### src/rtl/core/periodic_sensor_averager_defines.svh
// ----------------------------------------------------------------------------
// Assertion macros for the periodic sensor averager
// Concurrent checks on clk, disabled while rst_n is low.
// ----------------------------------------------------------------------------
`ifndef PERIODIC_SENSOR_AVERAGER_DEFINES_SVH
`define PERIODIC_SENSOR_AVERAGER_DEFINES_SVH

`ifndef ASSERT_OFF

// condition holds at every edge
`define PSA_ASSERT_ALWAYS(label, cond) \
    label: assert property (@(posedge clk) disable iff (!rst_n) (cond)) \
        else $error("assertion failed");

// antecedent implies consequent in the same cycle
`define PSA_ASSERT_IMPL(label, ante, cons) \
    label: assert property (@(posedge clk) disable iff (!rst_n) (ante) |-> (cons)) \
        else $error("assertion failed");

// antecedent implies consequent in the next cycle
`define PSA_ASSERT_NEXT(label, ante, cons) \
    label: assert property (@(posedge clk) disable iff (!rst_n) (ante) |=> (cons)) \
        else $error("assertion failed");

`else

`define PSA_ASSERT_ALWAYS(label, cond)
`define PSA_ASSERT_IMPL(label, ante, cons)
`define PSA_ASSERT_NEXT(label, ante, cons)

`endif

`endif

### src/rtl/core/psa_pkg.sv
// ----------------------------------------------------------------------------
// psa_pkg
// Types, constants and microcode table of the periodic sensor averager.
// ----------------------------------------------------------------------------
`timescale 1ns / 1ps

package psa_pkg;

    // sample counter width
    localparam int COUNT_BITS = 16;

    // register reset values and scaling
    localparam logic [31:0] PERIOD_RESET = 32'd60000;
    localparam logic [3:0]  RATIO_RESET  = 4'd3;
    localparam int          SCALE_TEN    = 10;

    // fault mask bit positions
    localparam int FAULT_TH_BIT   = 0;
    localparam int FAULT_RAIN_BIT = 1;
    localparam int FAULT_CO2_BIT  = 3;
    localparam int FAULT_CO_BIT   = 4;

    // configuration register indexes
    localparam int CFG_INDEX_BITS = 1;
    localparam logic [CFG_INDEX_BITS-1:0] REG_PERIOD = 1'b0;
    localparam logic [CFG_INDEX_BITS-1:0] REG_RATIO  = 1'b1;

    // stream widths
    localparam int IN_DATA_BITS  = 64;
    localparam int OUT_DATA_BITS = 96;

    // rain compare width: max(rain*10, count*ratio)
    localparam int RAIN_PROD_BITS = (COUNT_BITS + 4 > 20) ? COUNT_BITS + 4 : 20;

    // divider: 32-bit dividend, four quotient bits per cycle
    localparam int DIV_WIDTH     = 32;
    localparam int DIV_STEP_BITS = 4;
    localparam int DIV_ITERS     = DIV_WIDTH / DIV_STEP_BITS;
    localparam int DIV_CNT_BITS  = $clog2(DIV_ITERS);

    // accumulator select
    typedef logic [1:0] psa_sel_t;
    localparam psa_sel_t SEL_TEMP = 2'd0;
    localparam psa_sel_t SEL_HUMI = 2'd1;
    localparam psa_sel_t SEL_CO2  = 2'd2;
    localparam psa_sel_t SEL_CO   = 2'd3;

    // datapath operations
    typedef enum logic [2:0] {
        OP_WAIT_IN,
        OP_UPDATE,
        OP_NOP,
        OP_DIV_START,
        OP_DIV_RUN,
        OP_EMIT,
        OP_CLEAR
    } psa_op_t;

    // jump conditions
    typedef enum logic [2:0] {
        JC_NEXT,
        JC_ALWAYS,
        JC_NO_ACCEPT,
        JC_DIV_BUSY,
        JC_OUT_BUSY,
        JC_NOT_DUE,
        JC_EMPTY
    } psa_jc_t;

    localparam int PC_BITS = 4;
    typedef logic [PC_BITS-1:0] psa_pc_t;

    // program steps
    localparam psa_pc_t STEP_WAIT    = 4'd0;
    localparam psa_pc_t STEP_UPDATE  = 4'd1;
    localparam psa_pc_t STEP_DUE     = 4'd2;
    localparam psa_pc_t STEP_EMPTY   = 4'd3;
    localparam psa_pc_t STEP_ST_TEMP = 4'd4;
    localparam psa_pc_t STEP_RN_TEMP = 4'd5;
    localparam psa_pc_t STEP_ST_HUMI = 4'd6;
    localparam psa_pc_t STEP_RN_HUMI = 4'd7;
    localparam psa_pc_t STEP_ST_CO2  = 4'd8;
    localparam psa_pc_t STEP_RN_CO2  = 4'd9;
    localparam psa_pc_t STEP_ST_CO   = 4'd10;
    localparam psa_pc_t STEP_RN_CO   = 4'd11;
    localparam psa_pc_t STEP_EMIT    = 4'd12;
    localparam psa_pc_t STEP_CLEAR   = 4'd13;

    // one control word
    typedef struct packed {
        psa_op_t  op;
        psa_sel_t sel;
        psa_jc_t  jc;
        psa_pc_t  target;
    } psa_uword_t;

    // sequencer status inputs
    typedef struct packed {
        logic in_accept;
        logic div_busy;
        logic out_busy;
        logic not_due;
        logic empty;
    } psa_status_t;

    // microcode ROM
    function automatic psa_uword_t psa_ucode(input psa_pc_t pc);
        psa_uword_t w;
        w = '{op: OP_WAIT_IN, sel: SEL_TEMP, jc: JC_NO_ACCEPT, target: STEP_WAIT};
        unique case (pc)
            STEP_WAIT:    w = '{OP_WAIT_IN,   SEL_TEMP, JC_NO_ACCEPT, STEP_WAIT};
            STEP_UPDATE:  w = '{OP_UPDATE,    SEL_TEMP, JC_NEXT,      STEP_WAIT};
            STEP_DUE:     w = '{OP_NOP,       SEL_TEMP, JC_NOT_DUE,   STEP_WAIT};
            STEP_EMPTY:   w = '{OP_NOP,       SEL_TEMP, JC_EMPTY,     STEP_CLEAR};
            STEP_ST_TEMP: w = '{OP_DIV_START, SEL_TEMP, JC_NEXT,      STEP_WAIT};
            STEP_RN_TEMP: w = '{OP_DIV_RUN,   SEL_TEMP, JC_DIV_BUSY,  STEP_RN_TEMP};
            STEP_ST_HUMI: w = '{OP_DIV_START, SEL_HUMI, JC_NEXT,      STEP_WAIT};
            STEP_RN_HUMI: w = '{OP_DIV_RUN,   SEL_HUMI, JC_DIV_BUSY,  STEP_RN_HUMI};
            STEP_ST_CO2:  w = '{OP_DIV_START, SEL_CO2,  JC_NEXT,      STEP_WAIT};
            STEP_RN_CO2:  w = '{OP_DIV_RUN,   SEL_CO2,  JC_DIV_BUSY,  STEP_RN_CO2};
            STEP_ST_CO:   w = '{OP_DIV_START, SEL_CO,   JC_NEXT,      STEP_WAIT};
            STEP_RN_CO:   w = '{OP_DIV_RUN,   SEL_CO,   JC_DIV_BUSY,  STEP_RN_CO};
            STEP_EMIT:    w = '{OP_EMIT,      SEL_TEMP, JC_OUT_BUSY,  STEP_EMIT};
            STEP_CLEAR:   w = '{OP_CLEAR,     SEL_TEMP, JC_ALWAYS,    STEP_WAIT};
            default:      w = '{OP_WAIT_IN,   SEL_TEMP, JC_ALWAYS,    STEP_WAIT};
        endcase
        return w;
    endfunction

endpackage

### src/rtl/core/psa_div.sv
// ----------------------------------------------------------------------------
// psa_div
// Restoring divider, 32-bit dividend by sample count, four bits per cycle.
// ----------------------------------------------------------------------------
`timescale 1ns / 1ps

module psa_div
    import psa_pkg::*;
(
    input  logic                  clk,
    input  logic                  rst_n,
    input  logic                  start,
    input  logic [DIV_WIDTH-1:0]  dividend,
    input  logic [COUNT_BITS-1:0] divisor,
    output logic                  busy,
    output logic [DIV_WIDTH-1:0]  quotient
);

    logic                    busy_reg;
    logic [DIV_CNT_BITS-1:0] cnt_reg;
    logic [DIV_WIDTH-1:0]    quo_reg;
    logic [DIV_WIDTH-1:0]    quo_next;
    logic [COUNT_BITS-1:0]   rem_reg;
    logic [COUNT_BITS-1:0]   rem_next;
    logic [COUNT_BITS-1:0]   dsr_reg;

    // four shift/compare/subtract steps
    always_comb
    begin
        logic [COUNT_BITS:0]   trial;
        logic [COUNT_BITS-1:0] r;
        logic [DIV_WIDTH-1:0]  q;
        r = rem_reg;
        q = quo_reg;
        trial = '0;
        for (int i = 0; i < DIV_STEP_BITS; i++)
        begin
            trial = {r, q[DIV_WIDTH-1]};
            q = {q[DIV_WIDTH-2:0], 1'b0};
            if (trial >= {1'b0, dsr_reg})
            begin
                trial = trial - {1'b0, dsr_reg};
                q[0] = 1'b1;
            end
            r = trial[COUNT_BITS-1:0];
        end
        rem_next = r;
        quo_next = q;
    end

    // iteration control
    always_ff @(posedge clk or negedge rst_n)
    begin
        if (!rst_n)
        begin
            busy_reg <= 1'b0;
            cnt_reg  <= '0;
        end
        else if (start)
        begin
            busy_reg <= 1'b1;
            cnt_reg  <= DIV_CNT_BITS'(DIV_ITERS - 1);
        end
        else if (busy_reg)
        begin
            if (cnt_reg == '0)
                busy_reg <= 1'b0;
            cnt_reg <= cnt_reg - 1'b1;
        end
    end

    // shift registers
    always_ff @(posedge clk)
    begin
        if (start)
        begin
            quo_reg <= dividend;
            rem_reg <= '0;
            dsr_reg <= divisor;
        end
        else if (busy_reg)
        begin
            quo_reg <= quo_next;
            rem_reg <= rem_next;
        end
    end

    assign busy     = busy_reg;
    assign quotient = quo_reg;

endmodule

### src/rtl/core/psa_seq.sv
// ----------------------------------------------------------------------------
// psa_seq
// Microcode sequencer: step counter, control ROM and conditional jumps.
// ----------------------------------------------------------------------------
`timescale 1ns / 1ps

module psa_seq
    import psa_pkg::*;
(
    input  logic        clk,
    input  logic        rst_n,
    input  psa_status_t status,
    output psa_uword_t  uword
);

    psa_pc_t    pc_reg;
    psa_pc_t    pc_next;
    psa_uword_t word;
    logic       taken;

    // control word fetch
    assign word  = psa_ucode(pc_reg);
    assign uword = word;

    // jump condition
    always_comb
    begin
        unique case (word.jc)
            JC_NEXT:      taken = 1'b0;
            JC_ALWAYS:    taken = 1'b1;
            JC_NO_ACCEPT: taken = !status.in_accept;
            JC_DIV_BUSY:  taken = status.div_busy;
            JC_OUT_BUSY:  taken = status.out_busy;
            JC_NOT_DUE:   taken = status.not_due;
            JC_EMPTY:     taken = status.empty;
            default:      taken = 1'b1;
        endcase
        pc_next = taken ? word.target : pc_reg + 1'b1;
    end

    always_ff @(posedge clk or negedge rst_n)
    begin
        if (!rst_n)
            pc_reg <= STEP_WAIT;
        else
            pc_reg <= pc_next;
    end

endmodule

### src/rtl/core/periodic_sensor_averager.sv
// ----------------------------------------------------------------------------
// periodic_sensor_averager
// Accumulates sensor samples over a tick period and emits truncated means.
// ----------------------------------------------------------------------------
// Input stream s_axis: one beat is a sample (tuser 0) or one time tick
// (tuser 1). Output stream m_axis: one beat per period that saw samples,
// holding the four means, the count, the rain flag and the last fault bits.
// Configuration: cfg_we/cfg_index/cfg_data, index 0 period in ticks,
// index 1 rain ratio in tenths; write only while the block is idle.
// Sequencing: a small microcoded sequencer runs every beat, and the next beat
// is accepted only back in its wait step. A beat that does not close the
// period passes the update and due-check steps; a beat that closes a period
// without samples also passes the empty check and the clear step.
// A beat that closes a period with samples runs four divisions in turn on
// the one shared divider (four quotient bits a cycle), plus the update,
// checks, output load and clear steps.
// The result sits in an output register; the next input beat is accepted
// while it waits. If the receiver still holds the previous result when the
// next one is ready, the sequencer waits in its output step.
// Reset clears all sums, counters and fault bits and loads the register
// defaults (60000 ticks, ratio 3).
// ----------------------------------------------------------------------------
`timescale 1ns / 1ps
`include "periodic_sensor_averager_defines.svh"

module periodic_sensor_averager
    import psa_pkg::*;
(
    input  logic                      clk,
    input  logic                      rst_n,
    // configuration
    input  logic                      cfg_we,
    input  logic [CFG_INDEX_BITS-1:0] cfg_index,
    input  logic [31:0]               cfg_data,
    // input stream
    input  logic                      s_axis_tvalid,
    output logic                      s_axis_tready,
    // temperature[7:0], humidity[15:8], rain_raw[16], co2_level[32:17],
    // co_level[48:33], fault_bits[56:49], zero fill
    input  logic [IN_DATA_BITS-1:0]   s_axis_tdata,
    // command[0]
    input  logic                      s_axis_tuser,
    // output stream
    output logic                      m_axis_tvalid,
    input  logic                      m_axis_tready,
    // temp_mean_x10[15:0], humi_mean_x10[31:16], co2_mean[47:32],
    // co_mean[63:48], samples_in_period[79:64], rain_alert[80],
    // last_faults[88:81], zero fill
    output logic [OUT_DATA_BITS-1:0]  m_axis_tdata
);

    // configuration registers
    logic [31:0] period_reg;
    logic [3:0]  ratio_reg;

    // captured input beat
    logic        in_cmd_reg;
    logic [7:0]  in_temp_reg;
    logic [7:0]  in_humi_reg;
    logic        in_rain_reg;
    logic [15:0] in_co2_reg;
    logic [15:0] in_co_reg;
    logic [7:0]  in_fault_reg;

    // accumulators
    logic [31:0]           temp_total_reg;
    logic [31:0]           humi_total_reg;
    logic [31:0]           co2_total_reg;
    logic [31:0]           co_total_reg;
    logic [15:0]           rain_total_reg;
    logic [COUNT_BITS-1:0] sample_total_reg;
    logic [7:0]            recent_faults_reg;
    logic [31:0]           elapsed_reg;

    // quotients, one per accumulator
    logic [15:0] mean_reg [4];

    // output register
    logic                     out_valid_reg;
    logic [OUT_DATA_BITS-1:0] out_data_reg;
    logic [OUT_DATA_BITS-1:0] out_data_next;

    psa_uword_t  uword;
    psa_status_t status;

    logic                  in_accept;
    logic                  out_busy;
    logic                  out_load;
    logic                  div_start;
    logic                  div_busy;
    logic [DIV_WIDTH-1:0]  div_dividend;
    logic [DIV_WIDTH-1:0]  div_quotient;
    logic [11:0]           temp_x10;
    logic [11:0]           humi_x10;
    logic [RAIN_PROD_BITS-1:0] rain_lhs;
    logic [RAIN_PROD_BITS-1:0] rain_rhs;
    logic                  rain_alert;
    logic [31:0]           count_wide;

    // handshake decode
    assign s_axis_tready = (uword.op == OP_WAIT_IN);
    assign in_accept     = s_axis_tvalid && s_axis_tready;
    assign out_busy      = out_valid_reg && !m_axis_tready;
    assign out_load      = (uword.op == OP_EMIT) && !out_busy;
    assign div_start     = (uword.op == OP_DIV_START);

    // sequencer
    always_comb
    begin
        status.in_accept = in_accept;
        status.div_busy  = div_busy;
        status.out_busy  = out_busy;
        status.not_due   = elapsed_reg < period_reg;
        status.empty     = (sample_total_reg == '0);
    end

    psa_seq u_seq (
        .clk    (clk),
        .rst_n  (rst_n),
        .status (status),
        .uword  (uword)
    );

    // divider operand select
    always_comb
    begin
        unique case (uword.sel)
            SEL_TEMP: div_dividend = temp_total_reg;
            SEL_HUMI: div_dividend = humi_total_reg;
            SEL_CO2:  div_dividend = co2_total_reg;
            SEL_CO:   div_dividend = co_total_reg;
            default:  div_dividend = temp_total_reg;
        endcase
    end

    psa_div u_div (
        .clk      (clk),
        .rst_n    (rst_n),
        .start    (div_start),
        .dividend (div_dividend),
        .divisor  (sample_total_reg),
        .busy     (div_busy),
        .quotient (div_quotient)
    );

    // configuration writes
    always_ff @(posedge clk or negedge rst_n)
    begin
        if (!rst_n)
        begin
            period_reg <= PERIOD_RESET;
            ratio_reg  <= RATIO_RESET;
        end
        else if (cfg_we)
        begin
            if (cfg_index == REG_PERIOD)
                period_reg <= cfg_data;
            else if (cfg_index == REG_RATIO)
                ratio_reg <= cfg_data[3:0];
        end
    end

    // capture input beat
    always_ff @(posedge clk)
    begin
        if (in_accept)
        begin
            in_cmd_reg   <= s_axis_tuser;
            in_temp_reg  <= s_axis_tdata[7:0];
            in_humi_reg  <= s_axis_tdata[15:8];
            in_rain_reg  <= s_axis_tdata[16];
            in_co2_reg   <= s_axis_tdata[32:17];
            in_co_reg    <= s_axis_tdata[48:33];
            in_fault_reg <= s_axis_tdata[56:49];
        end
    end

    assign temp_x10 = 12'(in_temp_reg) * 12'(SCALE_TEN);
    assign humi_x10 = 12'(in_humi_reg) * 12'(SCALE_TEN);

    // accumulate and clear
    always_ff @(posedge clk or negedge rst_n)
    begin
        if (!rst_n)
        begin
            temp_total_reg    <= '0;
            humi_total_reg    <= '0;
            co2_total_reg     <= '0;
            co_total_reg      <= '0;
            rain_total_reg    <= '0;
            sample_total_reg  <= '0;
            recent_faults_reg <= '0;
            elapsed_reg       <= '0;
        end
        else if (uword.op == OP_CLEAR)
        begin
            temp_total_reg   <= '0;
            humi_total_reg   <= '0;
            co2_total_reg    <= '0;
            co_total_reg     <= '0;
            rain_total_reg   <= '0;
            sample_total_reg <= '0;
            elapsed_reg      <= '0;
        end
        else if (uword.op == OP_UPDATE)
        begin
            if (!in_cmd_reg)
            begin
                if (!in_fault_reg[FAULT_TH_BIT])
                begin
                    temp_total_reg <= temp_total_reg + 32'(temp_x10);
                    humi_total_reg <= humi_total_reg + 32'(humi_x10);
                end
                // raw level 0 means rain; count saturates
                if (!in_fault_reg[FAULT_RAIN_BIT] && !in_rain_reg
                    && rain_total_reg != 16'hFFFF)
                    rain_total_reg <= rain_total_reg + 16'd1;
                if (!in_fault_reg[FAULT_CO2_BIT])
                    co2_total_reg <= co2_total_reg + 32'(in_co2_reg);
                if (!in_fault_reg[FAULT_CO_BIT])
                    co_total_reg <= co_total_reg + 32'(in_co_reg);
                if (sample_total_reg != '1)
                    sample_total_reg <= sample_total_reg + 1'b1;
                recent_faults_reg <= in_fault_reg;
            end
            else if (elapsed_reg != 32'hFFFF_FFFF)
            begin
                elapsed_reg <= elapsed_reg + 32'd1;
            end
        end
    end

    // store finished quotient
    always_ff @(posedge clk)
    begin
        if (uword.op == OP_DIV_RUN && !div_busy)
            mean_reg[uword.sel] <= div_quotient[15:0];
    end

    // rain flag and result word
    assign rain_lhs   = RAIN_PROD_BITS'(rain_total_reg) * RAIN_PROD_BITS'(SCALE_TEN);
    assign rain_rhs   = RAIN_PROD_BITS'(sample_total_reg) * RAIN_PROD_BITS'(ratio_reg);
    assign rain_alert = rain_lhs >= rain_rhs;
    assign count_wide = 32'(sample_total_reg);

    always_comb
    begin
        out_data_next = {7'b0, recent_faults_reg, rain_alert, count_wide[15:0],
                         mean_reg[SEL_CO], mean_reg[SEL_CO2],
                         mean_reg[SEL_HUMI], mean_reg[SEL_TEMP]};
    end

    // output register
    always_ff @(posedge clk or negedge rst_n)
    begin
        if (!rst_n)
            out_valid_reg <= 1'b0;
        else if (out_load)
            out_valid_reg <= 1'b1;
        else if (m_axis_tready)
            out_valid_reg <= 1'b0;
    end

    always_ff @(posedge clk)
    begin
        if (out_load)
            out_data_reg <= out_data_next;
    end

    assign m_axis_tvalid = out_valid_reg;
    assign m_axis_tdata  = out_data_reg;

    // checks
    `PSA_ASSERT_ALWAYS(a_no_accept_in_div, !(s_axis_tready && div_busy))
    `PSA_ASSERT_IMPL(a_load_not_over_held, out_load, !out_busy && sample_total_reg != '0)
    `PSA_ASSERT_NEXT(a_clear_resets_period, uword.op == OP_CLEAR,
                     elapsed_reg == '0 && sample_total_reg == '0)

endmodule

### config.mk
export PLATFORM = sky130hd
export DESIGN_NAME = periodic_sensor_averager
export DESIGN_NICKNAME = d
export VERILOG_FILES = /design/src/rtl/core/psa_pkg.sv /design/src/rtl/core/psa_div.sv /design/src/rtl/core/psa_seq.sv /design/src/rtl/core/periodic_sensor_averager.sv
export VERILOG_INCLUDE_DIRS = /design/src /design/src/rtl/core
export SDC_FILE = /design/constraint.sdc
export NUM_CORES = 1
export LEC_CHECK = 0
export BUFFER_PORTS_ARGS = -buffer_cell sky130_fd_sc_hd__buf_2
export CAP_MARGIN = 20
export CORE_MARGIN = 2
export CORE_UTILIZATION = 33
export CTS_CLUSTER_DIAMETER = 120
export CTS_CLUSTER_SIZE = 20
export DETAILED_ROUTE_END_ITERATION = 7
export SYNTH_ARGS = -nofsm -noshare
export SYNTH_HDL_FRONTEND = slang
export SYNTH_SLANG_ARGS = --single-unit
export TNS_END_PERCENT = 1
### constraint.sdc
create_clock -name clk -period 12.35 [get_ports clk]
set_input_delay 0 -clock clk [delete_from_list [all_inputs] [get_ports clk]]
set_output_delay 0 -clock clk [all_outputs]
set_load 0.02 [all_outputs]
# After elaboration in Yosys (flattened, before gate mapping)
# Memory sizes are Yosys's and may differ from the RTL's. A register that Yosys moved wholly into a read port is not among the register bits.
# Index checks and enable logic that the tools add are counted.
[totals] reg_bits=456 ramBits=64 romBits=192 in_bits=103 output_inout_bits=98 word_cells=156 memories=2
[memory_table] name="(no name shown)" words=16 width=12 read_ports=1 rd_clocked_by_memory_dff=0 wr=0 line_no="psa_pkg.sv:110" rtl="unique case (pc)"
[memory_table] name="mean_reg" words=4 width=16 read_ports=4 rd_clocked_by_memory_dff=4 wr=1 line_no="periodic_sensor_averager.sv:76" rtl="logic [15:0] mean_reg [4];"
[op_classes] n_addsub=13 multipliers=4 order_cmp=6 n_eq_ne=20 mux=50 bitwise=3 reduce_logical=33
[ops] cell="32-bit 2-to-1 mux" count=22
[ops] cell="16-bit 2-to-1 mux" count=12
[ops] cell="32-bit case mux with 4 select lines" count=1
[ops] cell="17-bit by 16-bit greater-or-equal comparator with 1-bit output" count=4
[ops] cell="32-bit by 12-bit adder with 32-bit output" count=2
[ops] cell="32-bit by 16-bit adder with 32-bit output" count=2
[ops] cell="16-bit subtractor" count=4
[ops] cell="16-bit by 1-bit adder with 16-bit output (second input constant)" count=2
[ops] cell="32-bit by 1-bit adder with 32-bit output (second input constant)" count=1
[ops] cell="32-bit less-than comparator" count=1
[ops] cell="16-bit != test (second input constant)" count=2
[ops] cell="32-bit != test (second input constant)" count=1
[ops] cell="8-bit by 3-bit multiplier with 11-bit output (second input constant)" count=2
[ops] cell="3-bit AND reduction" count=7
[ops] cell="20-bit greater-or-equal comparator" count=1
[ops] cell="16-bit by 4-bit multiplier with 20-bit output" count=1
[ops] cell="16-bit by 3-bit multiplier with 19-bit output (second input constant)" count=1
[ops] cell="3-bit == test (second input constant)" count=6
[ops] cell="16-bit zero test" count=1
[ops] cell="2-bit nonzero test" count=7
[ops] cell="1-bit 2-to-1 mux" count=11
[ops] cell="3-bit by 2-bit == test with 1-bit output (second input constant)" count=3
[ops] cell="3-bit zero test" count=3
[ops] cell="2-bit by 1-bit != test with 1-bit output (second input constant)" count=4
[ops] cell="other kinds (13)" count=28

# Longest topological paths before layout
[depth] depth_word=10 mapped_depth=49 mapped_depth_nobuf=46

# Cells and area by module
# A second synthesis with hierarchy kept.
[hier_totals] cells_unflattened=3023 area_unflattened_um2=31805.5
[modules_own_cells] module="periodic_sensor_averager" n_inst=1 cells_per_inst=2263 area_per_inst_um2=24678.7 seq_area_each_um2=12228.0
[modules_own_cells] module="psa_div" n_inst=1 cells_per_inst=688 area_per_inst_um2=6470.0 seq_area_each_um2=1861.8
[modules_own_cells] module="psa_seq" n_inst=1 cells_per_inst=72 area_per_inst_um2=656.9 seq_area_each_um2=100.1

# Worst setup path after synthesis
# No wires, ideal clock.
[synth_path] path_type="register to register" startpoint="reg u_div.dsr_reg[1]" endpoint="reg u_div.rem_reg[0]" setup_ps=154 arrival_time_ps=9787 required_ps=12196 slack_ps=2409 path_stages_with_launch=48 period_less_slack_ps=9941 path_cell_list="edfxtp_1 -> inv_1 -> ha_1 -> nor2b_1 -> o211ai_1 -> a311o_1 -> a211o_1 -> a21o_1 -> clkbuf_1 -> a21oi_1 -> inv_1 -> ha_1 -> nor2b_1 -> o31a_1 -> o2111ai_1 -> a21o_1 -> a21o_1 -> o2111ai_4 -> (+12 left out) -> a21boi_4 -> buf_2 -> nand2_1 -> o21ai_0 -> ha_1 -> nor2b_1 -> o31a_1 -> o41ai_1 -> o2111ai_1 -> a21o_1 -> a21oi_1 -> o21ai_0 -> a211oi_1 -> o31ai_4 -> buf_6 -> mux2i_1 -> mux2i_1 -> nor2_1"
[synth_via] elab_chain_len=8
[synth_lines] item="from (decl)" line_no="psa_div.sv:25" rtl="logic [COUNT_BITS-1:0] dsr_reg;"
[synth_lines] item="from (signal assigned)" line_no="psa_div.sv:79" rtl="dsr_reg <= divisor;"
[synth_lines] item="16-bit subtractor / 17-bit by 16-bit greater-or-equal comparator with 1-bit output (equally long branches)" line_no="psa_div.sv:42, psa_div.sv:40"
[synth_lines] item="16-bit 2-to-1 mux" line_no="psa_div.sv:40" rtl="if (trial >= {1'b0, dsr_reg})"
[synth_lines] item="16-bit subtractor / 17-bit by 16-bit greater-or-equal comparator with 1-bit output (equally long branches)" line_no="psa_div.sv:42, psa_div.sv:40"
[synth_lines] item="16-bit 2-to-1 mux" line_no="psa_div.sv:40"
[synth_lines] item="16-bit subtractor / 17-bit by 16-bit greater-or-equal comparator with 1-bit output (equally long branches)" line_no="psa_div.sv:42, psa_div.sv:40"
[synth_lines] item="16-bit 2-to-1 mux" line_no="psa_div.sv:40"
[synth_lines] item="17-bit by 16-bit greater-or-equal comparator with 1-bit output *" line_no="psa_div.sv:40"
[synth_lines] item="16-bit 2-to-1 mux *" line_no="psa_div.sv:40"
[synth_lines] item="to (signal assigned)" line_no="psa_div.sv:84" rtl="rem_reg <= rem_next;"
[synth_lines] item="to (decl)" line_no="psa_div.sv:23" rtl="logic [COUNT_BITS-1:0] rem_reg;"
# Mark *: on every way between the ends. The rest lies on a longest branch, timed or not.
# A chain may end at the register's enable or synchronous reset.

# Worst setup path after layout
[layout_path] startpoint="reg u_div.dsr_reg[1]" endpoint="reg u_div.rem_reg[3]"
[layout_via] elab_chain_len=8
[layout_lines] item="16-bit subtractor / 17-bit by 16-bit greater-or-equal comparator with 1-bit output (equally long branches)" line_no="psa_div.sv:42, psa_div.sv:40"
[layout_lines] item="16-bit 2-to-1 mux" line_no="psa_div.sv:40"
[layout_lines] item="16-bit subtractor / 17-bit by 16-bit greater-or-equal comparator with 1-bit output (equally long branches)" line_no="psa_div.sv:42, psa_div.sv:40"
[layout_lines] item="16-bit 2-to-1 mux" line_no="psa_div.sv:40"
[layout_lines] item="17-bit by 16-bit greater-or-equal comparator with 1-bit output / 16-bit subtractor (equally long branches)" line_no="psa_div.sv:40, psa_div.sv:42"
[layout_lines] item="16-bit 2-to-1 mux" line_no="psa_div.sv:40"
[layout_lines] item="16-bit subtractor / 17-bit by 16-bit greater-or-equal comparator with 1-bit output (equally long branches)" line_no="psa_div.sv:42, psa_div.sv:40"
[layout_lines] item="16-bit 2-to-1 mux *" line_no="psa_div.sv:40"
# Marks and branches as above.

==> summary.txt <==
Run status
  • Run status: completed

Place
  • Global placer's final weighted congestion: 0.850
  • Detail Placement HPWL: 52,500 µm
  • Count of buffers inserted at the top-level ports: 186

Global route
  • Aggregate global routing overflow: 0
  • Global Route Usage Sum: 0.153
  • Wire length of the first global-routing pass: 117,000 µm
  • Largest net degree at the start of global routing: 114
  • Number of global-route vias before repair: 21,300
  • Number of antenna violations at the first check in global routing: 1

STA
  • Aggregate negative setup slack: 0 ps
  • Max Slew Vio Count: 0
  • Tightest Pin Transition: 1040 ps
  • Final setup skew: 27.7 ps
  • Final setup violation count: 0
  • Final number of hold-violating endpoints: 0
  • Max-Slew Margin vs Limit: 0.305
  • Crit share post-route: 0.924
  • Max Clock Freq: 87.7 MHz
  • Setup repair after global routing missed its margin: false
  • Time the worst path needs with I/O delays and setup: 11,410 ps

Finish
  • Fraction of layout instances using a drive strength above 1: 0.101
  • Area taken by flip-flops and latches: 14,200 µm²
  • Layout-stage area growth over the synthesis result: 14.1%
  • Most common cell after layout, fill and taps aside: sky130_fd_sc_hd__nand2_1
  • Number of flip-flops under the largest register name: 89
  • Commonest cells after routing, fill and taps aside: sky130_fd_sc_hd__nand2_1, sky130_fd_sc_hd__edfxtp_1, sky130_fd_sc_hd__ha_1
  • Number of filler instances in the final layout: 9,030
  • Final nets: 3,590
  • Multi-input gate area: 15,100 µm²

Run
  • Max Cap Violations: 0

Clocking
  • Level count of the clock H-tree: 1
  • Max Buffers Root-to-Sink: 3
  • Resized cells post-CTS: 0
  • Number of buffers added by the clock tree synthesis step: 31
  • Total number of clock tree sinks: 518
  • Clock-pin slew on the worst setup and hold paths: 90 ps
  • Clock tree from TritonCTS: done
  • Root buffer cell: sky130_fd_sc_hd__clkbuf_16
  • Later-pin clock latency in the skew report: 640 ps

Route
  • Routed length on met3: 2240 µm
  • Avg Vias per Cell: 4.95
  • Starting DRT DRC Count: 1,183
  • DR WL/cell: 16.5 µm
  • Wire length on met1: 33,600 µm
  • Met2 routed WL: 35,000 µm
  • Post-route ant nets: 0
  • Detailed-route DRC error count: 0
  • Number of vias after detailed routing: 21,800
  • Pre-Repair DR Iteration Count: 4
  • Top routing layer in use: met4
  • Final routed wirelength across all metal layers: 72,600 µm

Floorplan
  • Die X: 307 µm
  • Core region area: 91,400 µm²
  • Die outline area: 94,300 µm²
  • Initial core utilization: 0.332
  • Number of rows created at floorplan: 111
  • I/O pin cnt: 201
  • Overall die height: 307 µm

Synth
  • Mean instance size in the synthesized netlist: 10.3 µm²
  • Share of async-settable or async-resettable flops after synthesis: 0.469
  • Seq cells post-synth: 518
  • Post-synth top flop: sky130_fd_sc_hd__edfxtp_1
  • Synthesized netlist cell count: 2,945
  • Mapped cell area: 30,300 µm²
  • Share of synthesized area occupied by flip-flops and latches: 0.468
  • Number of warnings issued by yosys: 0
  • Count of distinct cell types in the synthesized netlist: 80
  • Number of flops mapped to enable cells by yosys: 259

Worst setup path
  • Standard cell with the maximum stage delay on the critical path: sky130_fd_sc_hd__edfxtp_1
  • Largest fanout on the critical path: 15
  • Endpoint class of the critical path: flop
  • Critical Path Start Type: flop
  • Setup CP Type: flop to flop
  • R2R depth: 45
  • Worst stage delay on the critical path: 490 ps
  • Arrival @ worst endpoint: 11,900 ps
  • Crit path required time: 12,840 ps

Worst hold path
  • Path type of the worst min-delay path: input port to async pin
-- layout make-up --
type / count / share of cell area
sequential: 518 / 0.410
antenna: 1 / 0.0000724
multi-input combinational: 2154 / 0.437
clock buffer: 49 / 0.0250
clock inverter: 8 / 0.00282
timing repair buffer: 320 / 0.0638
tap: 1186 / 0.0429
inverter: 167 / 0.0181
-- path summary, 6_finish.rpt --
path	slack [ps]	startpoint	to
hold / removal	2	rst_n	period_reg[21]
setup / recovery	940	u_div.dsr_reg[1]	u_div.rem_reg[3]
min in group clk	40	cfg_index	period_reg[28]
hold reg to reg	420	mean_reg[0][1]	m_axis_tdata[1]
max in group asynchronous	10900	rst_n	sample_total_reg[9]
setup reg to reg	940	u_div.dsr_reg[1]	u_div.rem_reg[3]
-- metrics by stage --
stage	cell area, µm²	instances	setup slack [ps]	hold slack [ps]	util
final	34600	4403	941	2.12	0.378
after global routing	34600	4402	245	24.5	0.378
after CTS	34600	4401	1150	1.75	0.378
after detailed placement	32600	4243	1210	138	0.357
after global placement	32600	4243	1290	129	0.357
after floorplan	30300	2951	2410	-296	-
-- timing repair --
| action | in CTS | in global routing |
|---|---|---|
| endpoints found under the hold margin | 206 | 0 |
| hold buffers | 101 | 0 |
| buffers inserted | 0 | 0 |
-- metal layers --
metal / vias to the layer above / GRT usage
met3: 73 / 0.0147
li1: 10900 / -
met5: - / 0
met1: 10500 / 0.207
met2: 293 / 0.261
met4: 0 / 0.0412
-- cells by family (layout without fill, tap and decap cells) --
group | count (synthesis) | in the layout | share of synthesized area
simple gates | 930 | 930 | 0.144
compound gates | 614 | 614 | 0.127
flops | 518 | 518 | 0.468
fa+ha+maj | 295 | 295 | 0.131
buf+inv | 279 | 544 | 0.0364
xor+xnor | 233 | 233 | 0.0673
mux | 75 | 75 | 0.0256
other cells | 1 | 8 | 0.000124
-- worst max-delay path, delay by kind of cell, from the launching register on --
| family | cells | cell delay [ps] |
|---|---|---|
| muxes | 2 | 680 |
| AOI/OAI and AO/OA | 25 | 6580 |
| buffers and inverters | 5 | 790 |
| adders and majority gates | 4 | 1190 |
| and+or+nand+nor | 9 | 1510 |
| DFF | 1 | 490 |
-- Yosys cell counts (55+ instances only) --
cell	count	area share
sky130_fd_sc_hd__nand2_1	293	0.036
sky130_fd_sc_hd__mux2i_1	55	0.018
sky130_fd_sc_hd__xnor2_1	141	0.041
sky130_fd_sc_hd__clkbuf_1	93	0.012
sky130_fd_sc_hd__a21o_1	58	0.014
sky130_fd_sc_hd__nor2_1	247	0.031
sky130_fd_sc_hd__a21oi_1	173	0.029
sky130_fd_sc_hd__edfxtp_1	259	0.26
sky130_fd_sc_hd__inv_1	166	0.021
sky130_fd_sc_hd__ha_1	256	0.11
sky130_fd_sc_hd__o21ai_0	184	0.030
sky130_fd_sc_hd__nand3_1	102	0.017
sky130_fd_sc_hd__xor2_1	92	0.027
sky130_fd_sc_hd__dfrtp_1	234	0.19
Power is left out: the tool's default activity adds up to more than one toggle a clock period on the data nets, which glitch-free logic cannot reach.
